File: config.mk
export PLATFORM = sky130hd
export DESIGN_NAME = syracuse_orbit_stepper_flat
export DESIGN_NICKNAME = d
export VERILOG_FILES = /design/src/hdl/sos_pkg.sv /design/src/hdl/sos_req_if.sv /design/src/hdl/sos_rsp_if.sv /design/src/hdl/syracuse_orbit_stepper.sv /design/src/hdl/sos_csr.sv /design/src/hdl/sos_orbit_unit.sv /design/src/hdl/sos_mod_unit.sv /design/src/flat_wrapper.sv
export SDC_FILE = /design/constraint.sdc
export NUM_CORES = 2
export LEC_CHECK = 0
export CORE_MARGIN = 2
export CORE_UTILIZATION = 45
export CTS_CLUSTER_DIAMETER = 100
export DETAILED_ROUTE_END_ITERATION = 7
export DONT_BUFFER_PORTS = 1
export GPL_TIMING_DRIVEN = 1
export SLEW_MARGIN = 30
export SYNTH_ARGS = -nofsm -noshare
export SYNTH_HDL_FRONTEND = slang
export SYNTH_HIERARCHICAL = 1
export SYNTH_SLANG_ARGS = --single-unit
export TNS_END_PERCENT = 30
File: constraint.sdc
create_clock -name clock -period 51.2 [get_ports clock]
set_input_delay 5.12 -clock clock [delete_from_list [all_inputs] [get_ports clock]]
set_output_delay 5.12 -clock clock [all_outputs]
set_load 0.02 [all_outputs]
File: src/hdl/sos_pkg.sv
package sos_pkg;

   // Orbit value width and the word width of the seed, value and residue fields.
   localparam int VALUE_WIDTH = 128;
   localparam int WORD_WIDTH = 64;
   localparam int HALV_WIDTH = 7;

   // The sum 3v+1 needs two bits of headroom above the orbit value.
   localparam int TRIPLE_WIDTH = VALUE_WIDTH + 2;

   // Trailing zeros are stripped one byte at a time.
   localparam int STRIP_CHUNK = 8;
   localparam int STRIP_SHIFT_WIDTH = $clog2(STRIP_CHUNK);

   // The remainder unit handles one dividend bit per cycle.
   localparam int MOD_COUNT_WIDTH = $clog2(VALUE_WIDTH);

   // Register file: one 64-bit register every eight bytes.
   localparam int CSR_ADDR_WIDTH = 4;
   localparam int CSR_DATA_WIDTH = 64;
   localparam int CSR_INDEX_LSB = 3;
   localparam logic REG_RESIDUE_MODULUS = 1'b0;
   localparam logic [CSR_DATA_WIDTH-1:0] RESIDUE_MODULUS_RESET = CSR_DATA_WIDTH'(1);

   // Command codes.
   localparam logic CMD_LOAD = 1'b0;
   localparam logic CMD_STEP = 1'b1;

   typedef enum logic [1:0] {
      SEQ_IDLE,
      SEQ_STRIP,
      SEQ_RESIDUE
   } seq_state_type;

   // Commands from the sequencer to the orbit unit; at most one is set.
   typedef struct packed {
      logic load;
      logic add;
      logic strip;
   } orbit_ctrl_type;

   typedef struct packed {
      logic stripping;
      logic overflowed;
   } orbit_status_type;

   // Number of trailing zeros of a nonzero chunk.
   function automatic logic [STRIP_SHIFT_WIDTH-1:0] chunk_zeros(
      input logic [STRIP_CHUNK-1:0] chunk);
      logic [STRIP_SHIFT_WIDTH-1:0] count;
      count = '0;
      for (int i = STRIP_CHUNK - 1; i >= 0; i--) begin
         if (chunk[i]) begin
            count = STRIP_SHIFT_WIDTH'(i);
         end
      end
      return count;
   endfunction

endpackage

File: src/hdl/sos_req_if.sv
interface sos_req_if;
   logic                           valid;
   logic                           ready;
   logic                           command;
   logic [sos_pkg::WORD_WIDTH-1:0] seed;

   modport source (output valid, output command, output seed, input ready);
   modport sink (input valid, input command, input seed, output ready);
endinterface

File: src/hdl/sos_rsp_if.sv
interface sos_rsp_if;
   logic                           valid;
   logic                           ready;
   logic [sos_pkg::HALV_WIDTH-1:0] halvings;
   logic                           overflowed;
   logic                           reached_one;
   logic [sos_pkg::WORD_WIDTH-1:0] residue;
   logic [sos_pkg::WORD_WIDTH-1:0] value_low;
   logic [sos_pkg::WORD_WIDTH-1:0] value_high;

   modport source (output valid, output halvings, output overflowed, output reached_one,
                   output residue, output value_low, output value_high, input ready);
   modport sink (input valid, input halvings, input overflowed, input reached_one,
                 input residue, input value_low, input value_high, output ready);
endinterface

File: src/hdl/syracuse_orbit_stepper.sv
// Channel  | Direction | Beat contents
// ---------+-----------+-----------------------------------------------------
// req_bus  | in        | command, seed
// rsp_bus  | out       | halvings, overflowed, reached_one, residue, value_low,
//          |           | value_high
// csr_*    | in/out    | APB register file: residue_modulus at byte address 0
//
// A request is accepted, then the trailing zeros of 3v+1 are stripped a byte at a time
// (a load or an overflowing step strips nothing), then the bit-serial remainder unit
// forms the residue of the orbit value. Reset is
// synchronous and active high; it clears the orbit value, the overflow flag and sets
// the modulus to one. The result sits in an output register, so a new request is taken
// while it waits; a later result holds in the sequencer until the register is free.
module syracuse_orbit_stepper (
   input  logic                               clock,
   input  logic                               reset,
   input  logic                               csr_psel,
   input  logic                               csr_penable,
   input  logic                               csr_pwrite,
   input  logic [sos_pkg::CSR_ADDR_WIDTH-1:0] csr_paddr,
   input  logic [sos_pkg::CSR_DATA_WIDTH-1:0] csr_pwdata,
   output logic [sos_pkg::CSR_DATA_WIDTH-1:0] csr_prdata,
   output logic                               csr_pready,
   sos_req_if.sink                            req_bus,
   sos_rsp_if.source                          rsp_bus
);

   sos_pkg::seq_state_type           state_ff, state_in;
   sos_pkg::orbit_ctrl_type          orbit_ctrl;
   sos_pkg::orbit_status_type        orbit_status;
   logic [sos_pkg::VALUE_WIDTH-1:0]  orbit_value;
   logic [sos_pkg::HALV_WIDTH-1:0]   halvings;
   logic [sos_pkg::WORD_WIDTH-1:0]   residue_modulus;
   logic [sos_pkg::WORD_WIDTH-1:0]   residue;
   logic [2*sos_pkg::WORD_WIDTH-1:0] value_words;
   logic                             mod_start;
   logic                             mod_busy;
   logic                             req_ready;
   logic                             out_load;
   logic                             slot_free;

   logic                             rsp_valid_ff, rsp_valid_in;
   logic [sos_pkg::HALV_WIDTH-1:0]   halvings_ff;
   logic                             overflowed_ff;
   logic                             reached_one_ff;
   logic [sos_pkg::WORD_WIDTH-1:0]   residue_ff;
   logic [sos_pkg::WORD_WIDTH-1:0]   value_low_ff;
   logic [sos_pkg::WORD_WIDTH-1:0]   value_high_ff;

   sos_csr u_csr (
      .clock           (clock),
      .reset           (reset),
      .csr_psel        (csr_psel),
      .csr_penable     (csr_penable),
      .csr_pwrite      (csr_pwrite),
      .csr_paddr       (csr_paddr),
      .csr_pwdata      (csr_pwdata),
      .csr_prdata      (csr_prdata),
      .csr_pready      (csr_pready),
      .residue_modulus (residue_modulus)
   );

   sos_orbit_unit u_orbit (
      .clock       (clock),
      .reset       (reset),
      .ctrl        (orbit_ctrl),
      .seed        (req_bus.seed),
      .status      (orbit_status),
      .orbit_value (orbit_value),
      .halvings    (halvings)
   );

   sos_mod_unit u_mod (
      .clock    (clock),
      .reset    (reset),
      .start    (mod_start),
      .dividend (orbit_value),
      .modulus  (residue_modulus),
      .busy     (mod_busy),
      .residue  (residue)
   );

   assign slot_free = !rsp_valid_ff || rsp_bus.ready;

   // Sequencer: accept, strip, then run the remainder and hand the beat over.
   always_comb begin
      state_in = state_ff;
      orbit_ctrl = '0;
      mod_start = 1'b0;
      out_load = 1'b0;
      req_ready = 1'b0;
      unique case (state_ff)
         sos_pkg::SEQ_IDLE: begin
            req_ready = 1'b1;
            if (req_bus.valid) begin
               if (req_bus.command == sos_pkg::CMD_LOAD) begin
                  orbit_ctrl.load = 1'b1;
               end else begin
                  orbit_ctrl.add = 1'b1;
               end
               state_in = sos_pkg::SEQ_STRIP;
            end
         end
         sos_pkg::SEQ_STRIP: begin
            if (orbit_status.stripping) begin
               orbit_ctrl.strip = 1'b1;
            end else begin
               mod_start = 1'b1;
               state_in = sos_pkg::SEQ_RESIDUE;
            end
         end
         sos_pkg::SEQ_RESIDUE: begin
            if (!mod_busy && slot_free) begin
               out_load = 1'b1;
               state_in = sos_pkg::SEQ_IDLE;
            end
         end
         default: begin
            state_in = sos_pkg::SEQ_IDLE;
         end
      endcase
   end

   always_ff @(posedge clock) begin
      if (reset) begin
         state_ff <= sos_pkg::SEQ_IDLE;
      end else begin
         state_ff <= state_in;
      end
   end

   // Output register for the result beat.
   assign value_words = (2*sos_pkg::WORD_WIDTH)'(orbit_value);

   always_comb begin
      rsp_valid_in = rsp_valid_ff;
      if (out_load) begin
         rsp_valid_in = 1'b1;
      end else if (rsp_bus.ready) begin
         rsp_valid_in = 1'b0;
      end
   end

   always_ff @(posedge clock) begin
      if (reset) begin
         rsp_valid_ff <= 1'b0;
      end else begin
         rsp_valid_ff <= rsp_valid_in;
      end
   end

   always_ff @(posedge clock) begin
      if (out_load) begin
         halvings_ff <= halvings;
         overflowed_ff <= orbit_status.overflowed;
         reached_one_ff <= (orbit_value == sos_pkg::VALUE_WIDTH'(1));
         residue_ff <= residue;
         value_low_ff <= value_words[sos_pkg::WORD_WIDTH-1:0];
         value_high_ff <= value_words[2*sos_pkg::WORD_WIDTH-1:sos_pkg::WORD_WIDTH];
      end
   end

   assign req_bus.ready = req_ready;
   assign rsp_bus.valid = rsp_valid_ff;
   assign rsp_bus.halvings = halvings_ff;
   assign rsp_bus.overflowed = overflowed_ff;
   assign rsp_bus.reached_one = reached_one_ff;
   assign rsp_bus.residue = residue_ff;
   assign rsp_bus.value_low = value_low_ff;
   assign rsp_bus.value_high = value_high_ff;

endmodule

File: src/hdl/sos_csr.sv
module sos_csr (
   input  logic                               clock,
   input  logic                               reset,
   input  logic                               csr_psel,
   input  logic                               csr_penable,
   input  logic                               csr_pwrite,
   input  logic [sos_pkg::CSR_ADDR_WIDTH-1:0] csr_paddr,
   input  logic [sos_pkg::CSR_DATA_WIDTH-1:0] csr_pwdata,
   output logic [sos_pkg::CSR_DATA_WIDTH-1:0] csr_prdata,
   output logic                               csr_pready,
   output logic [sos_pkg::WORD_WIDTH-1:0]     residue_modulus
);

   logic [sos_pkg::WORD_WIDTH-1:0] modulus_ff;
   logic [sos_pkg::WORD_WIDTH-1:0] modulus_in;
   logic                           index_hit;

   // Only the register at index zero exists; other addresses read as zero.
   assign index_hit = (csr_paddr[sos_pkg::CSR_INDEX_LSB] == sos_pkg::REG_RESIDUE_MODULUS);

   always_comb begin
      modulus_in = modulus_ff;
      if (csr_psel && csr_penable && csr_pwrite && index_hit) begin
         modulus_in = csr_pwdata;
      end
   end

   always_ff @(posedge clock) begin
      if (reset) begin
         modulus_ff <= sos_pkg::RESIDUE_MODULUS_RESET;
      end else begin
         modulus_ff <= modulus_in;
      end
   end

   assign csr_prdata = index_hit ? modulus_ff : '0;
   assign csr_pready = 1'b1;
   assign residue_modulus = modulus_ff;

endmodule

File: src/hdl/sos_orbit_unit.sv
module sos_orbit_unit (
   input  logic                             clock,
   input  logic                             reset,
   input  sos_pkg::orbit_ctrl_type          ctrl,
   input  logic [sos_pkg::WORD_WIDTH-1:0]   seed,
   output sos_pkg::orbit_status_type        status,
   output logic [sos_pkg::VALUE_WIDTH-1:0]  orbit_value,
   output logic [sos_pkg::HALV_WIDTH-1:0]   halvings
);

   logic [sos_pkg::VALUE_WIDTH-1:0]       orbit_ff, orbit_in;
   logic [sos_pkg::VALUE_WIDTH-1:0]       work_ff, work_in;
   logic [sos_pkg::HALV_WIDTH-1:0]        halv_ff, halv_in;
   logic                                  overflow_ff, overflow_in;
   logic                                  stripping_ff, stripping_in;
   logic [sos_pkg::TRIPLE_WIDTH-1:0]      triple;
   logic                                  triple_fits;
   logic [sos_pkg::STRIP_SHIFT_WIDTH-1:0] low_zeros;

   // 3v+1 as 2v + v + 1, with headroom to see whether it leaves the value range.
   assign triple = sos_pkg::TRIPLE_WIDTH'({orbit_ff, 1'b0})
                 + sos_pkg::TRIPLE_WIDTH'(orbit_ff)
                 + sos_pkg::TRIPLE_WIDTH'(1);
   assign triple_fits = (triple[sos_pkg::TRIPLE_WIDTH-1:sos_pkg::VALUE_WIDTH] == '0);
   assign low_zeros = sos_pkg::chunk_zeros(work_ff[sos_pkg::STRIP_CHUNK-1:0]);

   // Load, form 3v+1, then strip trailing zeros a byte per cycle until the
   // lowest byte holds a one; the final partial shift lands in the orbit value.
   always_comb begin
      orbit_in = orbit_ff;
      work_in = work_ff;
      halv_in = halv_ff;
      overflow_in = overflow_ff;
      stripping_in = stripping_ff;
      priority if (ctrl.load) begin
         orbit_in = sos_pkg::VALUE_WIDTH'(seed);
         overflow_in = 1'b0;
         halv_in = '0;
         stripping_in = 1'b0;
      end else if (ctrl.add) begin
         halv_in = '0;
         if (!overflow_ff) begin
            if (triple_fits) begin
               work_in = triple[sos_pkg::VALUE_WIDTH-1:0];
               stripping_in = 1'b1;
            end else begin
               overflow_in = 1'b1;
            end
         end
      end else if (ctrl.strip) begin
         if (work_ff[sos_pkg::STRIP_CHUNK-1:0] == '0) begin
            work_in = work_ff >> sos_pkg::STRIP_CHUNK;
            halv_in = halv_ff + sos_pkg::HALV_WIDTH'(sos_pkg::STRIP_CHUNK);
         end else begin
            orbit_in = work_ff >> low_zeros;
            halv_in = halv_ff + sos_pkg::HALV_WIDTH'(low_zeros);
            stripping_in = 1'b0;
         end
      end else begin
         stripping_in = stripping_ff;
      end
   end

   always_ff @(posedge clock) begin
      if (reset) begin
         orbit_ff <= '0;
         overflow_ff <= 1'b0;
         stripping_ff <= 1'b0;
         halv_ff <= '0;
      end else begin
         orbit_ff <= orbit_in;
         overflow_ff <= overflow_in;
         stripping_ff <= stripping_in;
         halv_ff <= halv_in;
      end
   end

   // The working copy needs no reset: it is always written before it is used.
   always_ff @(posedge clock) begin
      work_ff <= work_in;
   end

   assign status.stripping = stripping_ff;
   assign status.overflowed = overflow_ff;
   assign orbit_value = orbit_ff;
   assign halvings = halv_ff;

endmodule

File: src/hdl/sos_mod_unit.sv
module sos_mod_unit (
   input  logic                            clock,
   input  logic                            reset,
   input  logic                            start,
   input  logic [sos_pkg::VALUE_WIDTH-1:0] dividend,
   input  logic [sos_pkg::WORD_WIDTH-1:0]  modulus,
   output logic                            busy,
   output logic [sos_pkg::WORD_WIDTH-1:0]  residue
);

   logic [sos_pkg::WORD_WIDTH-1:0]      rem_ff, rem_in;
   logic [sos_pkg::VALUE_WIDTH-1:0]     shift_ff, shift_in;
   logic [sos_pkg::MOD_COUNT_WIDTH-1:0] count_ff, count_in;
   logic                                busy_ff, busy_in;
   logic [sos_pkg::WORD_WIDTH:0]        trial;
   logic [sos_pkg::WORD_WIDTH:0]        diff;
   logic                                take;

   // Shift the next dividend bit into the partial remainder and subtract the
   // modulus when it fits; the extra top bit covers a remainder at 2^63 or above.
   assign trial = {rem_ff, shift_ff[sos_pkg::VALUE_WIDTH-1]};
   assign diff = trial - {1'b0, modulus};
   assign take = (trial >= {1'b0, modulus});

   always_comb begin
      rem_in = rem_ff;
      shift_in = shift_ff;
      count_in = count_ff;
      busy_in = busy_ff;
      if (start) begin
         rem_in = '0;
         shift_in = dividend;
         count_in = sos_pkg::MOD_COUNT_WIDTH'(sos_pkg::VALUE_WIDTH - 1);
         busy_in = 1'b1;
      end else if (busy_ff) begin
         rem_in = take ? diff[sos_pkg::WORD_WIDTH-1:0] : trial[sos_pkg::WORD_WIDTH-1:0];
         shift_in = shift_ff << 1;
         if (count_ff == '0) begin
            busy_in = 1'b0;
         end else begin
            count_in = count_ff - 1'b1;
         end
      end
   end

   always_ff @(posedge clock) begin
      if (reset) begin
         busy_ff <= 1'b0;
      end else begin
         busy_ff <= busy_in;
      end
   end

   always_ff @(posedge clock) begin
      rem_ff <= rem_in;
      shift_ff <= shift_in;
      count_ff <= count_in;
   end

   // A zero modulus reports a zero residue.
   assign residue = (modulus == '0) ? '0 : rem_ff;
   assign busy = busy_ff;

endmodule

File: src/flat_wrapper.sv
// flat-port wrapper written by rule: the top's interface ports become plain ports
module syracuse_orbit_stepper_flat 
  (clock, reset, csr_psel, csr_penable, csr_pwrite, csr_paddr, csr_pwdata, csr_prdata, csr_pready, req_bus_valid, req_bus_command, req_bus_seed, req_bus_ready, rsp_bus_valid, rsp_bus_halvings, rsp_bus_overflowed, rsp_bus_reached_one, rsp_bus_residue, rsp_bus_value_low, rsp_bus_value_high, rsp_bus_ready);
  sos_req_if req_bus_i ();
  sos_rsp_if rsp_bus_i ();
  input  logic clock;
  input  logic reset;
  input  logic csr_psel;
  input  logic csr_penable;
  input  logic csr_pwrite;
  input  logic [sos_pkg::CSR_ADDR_WIDTH-1:0] csr_paddr;
  input  logic [sos_pkg::CSR_DATA_WIDTH-1:0] csr_pwdata;
  output logic [sos_pkg::CSR_DATA_WIDTH-1:0] csr_prdata;
  output logic csr_pready;
  input wire logic [$bits(req_bus_i.valid)-1:0] req_bus_valid;
  input wire logic [$bits(req_bus_i.command)-1:0] req_bus_command;
  input wire logic [$bits(req_bus_i.seed)-1:0] req_bus_seed;
  output wire logic [$bits(req_bus_i.ready)-1:0] req_bus_ready;
  output wire logic [$bits(rsp_bus_i.valid)-1:0] rsp_bus_valid;
  output wire logic [$bits(rsp_bus_i.halvings)-1:0] rsp_bus_halvings;
  output wire logic [$bits(rsp_bus_i.overflowed)-1:0] rsp_bus_overflowed;
  output wire logic [$bits(rsp_bus_i.reached_one)-1:0] rsp_bus_reached_one;
  output wire logic [$bits(rsp_bus_i.residue)-1:0] rsp_bus_residue;
  output wire logic [$bits(rsp_bus_i.value_low)-1:0] rsp_bus_value_low;
  output wire logic [$bits(rsp_bus_i.value_high)-1:0] rsp_bus_value_high;
  input wire logic [$bits(rsp_bus_i.ready)-1:0] rsp_bus_ready;
  assign req_bus_i.valid = req_bus_valid;
  assign req_bus_i.command = req_bus_command;
  assign req_bus_i.seed = req_bus_seed;
  assign req_bus_ready = req_bus_i.ready;
  assign rsp_bus_valid = rsp_bus_i.valid;
  assign rsp_bus_halvings = rsp_bus_i.halvings;
  assign rsp_bus_overflowed = rsp_bus_i.overflowed;
  assign rsp_bus_reached_one = rsp_bus_i.reached_one;
  assign rsp_bus_residue = rsp_bus_i.residue;
  assign rsp_bus_value_low = rsp_bus_i.value_low;
  assign rsp_bus_value_high = rsp_bus_i.value_high;
  assign rsp_bus_i.ready = rsp_bus_ready;
  syracuse_orbit_stepper u_core (.clock(clock), .reset(reset), .csr_psel(csr_psel), .csr_penable(csr_penable), .csr_pwrite(csr_pwrite), .csr_paddr(csr_paddr), .csr_pwdata(csr_pwdata), .csr_prdata(csr_prdata), .csr_pready(csr_pready), .req_bus(req_bus_i), .rsp_bus(rsp_bus_i));
endmodule
==> impl_metrics.yaml <==
outcome:
  status: "completed"
timing:
  slew_viol_final: 0
  tns_ns: 0
  holdWs_ns: 0.451
  finalSetupViolCount: 0
  slew_headroom_pct: 29.0
  worst_slack_ns: 40.58
  fin_skew_ns: 0.0267
  grt_setup_unrepaired: "false"
  worstMarginPinSlew_ns: 1.06
  max_freq_ghz: 0.0941
  final.period_utilization_pct: 20.7
  hold_viol_final: 0
  min_period_ns: 10.62
global_route:
  antenna_found_initial: 3
  grt_use_total_pct: 25.7
  grt_max_degree: 199
  grt_pass1_vias: 33900
  grt_pass1_wl_um: 207000
  grt_overflow: 0
logic_synthesis:
  syn_nets: 5073
  synth_top_family_by_area: "simple AND/OR/NAND/NOR gates"
  synth_warnings: 6
  yosysMostFrequentCell: "nand2_1"
  synth_ff_type: "edfxtp_1"
  synthDistinctLibCells: 92
  yosys.area_share.xor_xnor_pct: 3.50
  synth_top_area_cell: "edfxtp_1"
  synth_top_cell_area_share_pct: 30.1
  synth.mux.area_fraction_pct: 12.9
  synthSimpleGateAreaFrac_pct: 15.9
  synth_edf_count: 457
  synthCells: 4730
  synthTopCellsByArea: "edfxtp_1 (30%), dfxtp_1 (12%), mux2i_1 (6.9%)"
  synth.yosys.seq_area_share_pct: 42.2
  ys_seq_elements: 733
  synth_common_cells: "nand2_1 (492), edfxtp_1 (457), nor2_1 (436)"
  synth_area_per_cell_um2: 9.64
  syn_area_mm2: 0.0456
  synthAdderAreaFrac_pct: 5.62
  synth_compound_area_share_pct: 15.9
  synth-async-reset-ratio_pct: 0
worst_setup_path:
  critPathTopFamily: "simple AND/OR/NAND/NOR gates"
  cp_slowest_cell: "nor2b_1"
  crit_path_end_kind: "output pin"
  worstPathMaxFanout: 65
  arrival_ns: 5.50
  worstSetupPathType: "primary input to output pin"
  path_cells: "nor2b_1"
  cp-start-kind: "primary input"
  crit_required_ns: 46.08
  critPathMaxStageDelay_ns: 0.37
  critPathBufInv: 0
clock_network:
  cts_hold_buffers: 0
  clk_pin_slew_ns: 0.06
  clock_latency_ns: 0.68
  clk_path_buf_depth: 3
  cts_tree: "yes"
  numCtsBuffers: 82
  postCtsSetupBuffers: 0
  numClockSinks: 733
  clock-root-buffer: "clkbuf_16"
  cts-resized-gates: 0
  htreeDepth: 3
routing:
  wl_per_cell_um: 23.0
  vias_per_cell: 5.92
  drcViolationCount: 0
  first_iter_violations: 2798
  vias: 35300
  ant_nets: 0
  drtPass1Iterations: 5
  postRouteWirelength_um: 137000
cells_and_area:
  nFillCells: 9405
  drive_above_1_share_pct: 10.0
  final_util_pct: 49.1
  multi_input_area_mm2: 0.0246
  final_nets: 4887
  seqCellArea_mm2: 0.0193
  area_growth_pct: 7.98
die:
  top_level_ports: 408
  coreArea_mm2: 0.100
  die-area_mm2: 0.104
  start_util_pct: 45.4
  die_h_um: 322
  num_rows: 116
  die_w_um: 322
hold_path:
  hold_path.class: "flip-flop to flip-flop"
placement:
  dp_hpwl_um: 101000
  place_congestion: 0.952
  io_buffers: 0
  place_ws_ns: 40.62
power:
  power_per_cell_area_mw_per_mm2: 41.6
  ir_drop_uv: 34.1
  power_leakage_nw: 19.1
job:
  maxCapViolCount: 0
power by group:
group	internal, mW	switching [mW]	total (mW)
Sequential	0.697	0.0601	0.757
Combinational	0.270	0.409	0.679
Clock	0.356	0.256	0.612
Total	1.32	0.725	2.05
path summary, 6_finish.rpt:
path              slack, ns  depth (start not counted)                    endpoint                           start
setup / recovery      40.58                          1              csr_prdata[59]                    csr_paddr[3]
hold / removal         0.45                          0  u_core/rsp_bus.halvings[6]      u_core/u_orbit/halvings[6]
setup reg to reg      45.16                         14  u_core/u_orbit/work_ff[39]  u_core/u_orbit/orbit_value[21]
hold reg to reg        0.45                          0  u_core/rsp_bus.halvings[6]      u_core/u_orbit/halvings[6]
per-layer routing:
| layer | wire [µm] | part of all wire (%) | track usage [%] |
|---|---|---|---|
| met3 | 7890 | 5.8 | 4.11 |
| met2 | 62500 | 46 | 41.2 |
| met1 | 63100 | 46 | 35.7 |
| met5 | 31 | 0.023 | 0 |
| met4 | 3500 | 2.6 | 7.61 |
layout make-up:
cell class	count	area share, %
multi-input cells	3563	50.0
flip-flops and latches	733	39.1
clock buffers	113	4.78
well taps	1357	3.45
inverters	127	0.984
clock inverters	41	0.969
repair buffers	37	0.671
diodes	1	0.00508
through the flow:
| step | instances | total power [mW] | instance area [µm²] |
|---|---|---|---|
| after floorplan | 4730 | 1.30 | 45600 |
| after global placement | 5816 | 1.43 | 46300 |
| after detailed placement | 5816 | 1.44 | 46300 |
| after CTS | 5970 | 2.06 | 49200 |
| after global routing | 5971 | 2.17 | 49200 |
| final | 5972 | 2.05 | 49200 |
cells by family after synthesis:
| family | Yosys count |
|---|---|
| and+or+nand+nor | 1532 |
| xor gates and xnor gates | 182 |
| buffers and inverters | 434 |
| muxes | 556 |
| DFF | 733 |
| adders and majority gates | 203 |
| other | 1 |
| AOI/OAI and AO/OA | 1089 |
sequential cells by signal, summed over array words and instances, names as in the netlist, 2 cells and up:
signal,count
u_core/u_mod/shift_ff,128
u_core/u_orbit/orbit_value,128
u_core/u_orbit/work_ff,128
u_core/rsp_bus.residue,64
u_core/rsp_bus.value_high,64
u_core/rsp_bus.value_low,64
u_core/u_csr/residue_modulus,64
u_core/u_mod/rem_ff,64
u_core/rsp_bus.halvings,7
u_core/u_mod/count_ff,7
u_core/u_orbit/halvings,7
u_core/state_ff,2
cells in the final DEF, fill, tap and decap left out, drive strengths merged, types with 26 or more instances in the layout:
cell / synthesis / layout
a211oi: 54 / 54
nor2: 436 / 436
mux2i: 316 / 316
xor2: 90 / 90
o21bai: 49 / 49
o21ai: 168 / 168
nand2b: 150 / 150
dfxtp: 276 / 276
mux2: 237 / 237
clkinv: 1 / 26
nand4: 101 / 101
nand2: 492 / 492
a311oi: 135 / 135
buf: 52 / 37
nor2b: 144 / 144
a21o: 124 / 124
a21oi: 374 / 374
xnor2: 92 / 92
clkbuf: 255 / 113
nand3: 35 / 35
nor3: 41 / 41
edfxtp: 457 / 457
a31oi: 31 / 31
inv: 126 / 134
nor4: 60 / 60
ha: 200 / 200
Power figures use the tool's default switching activity.
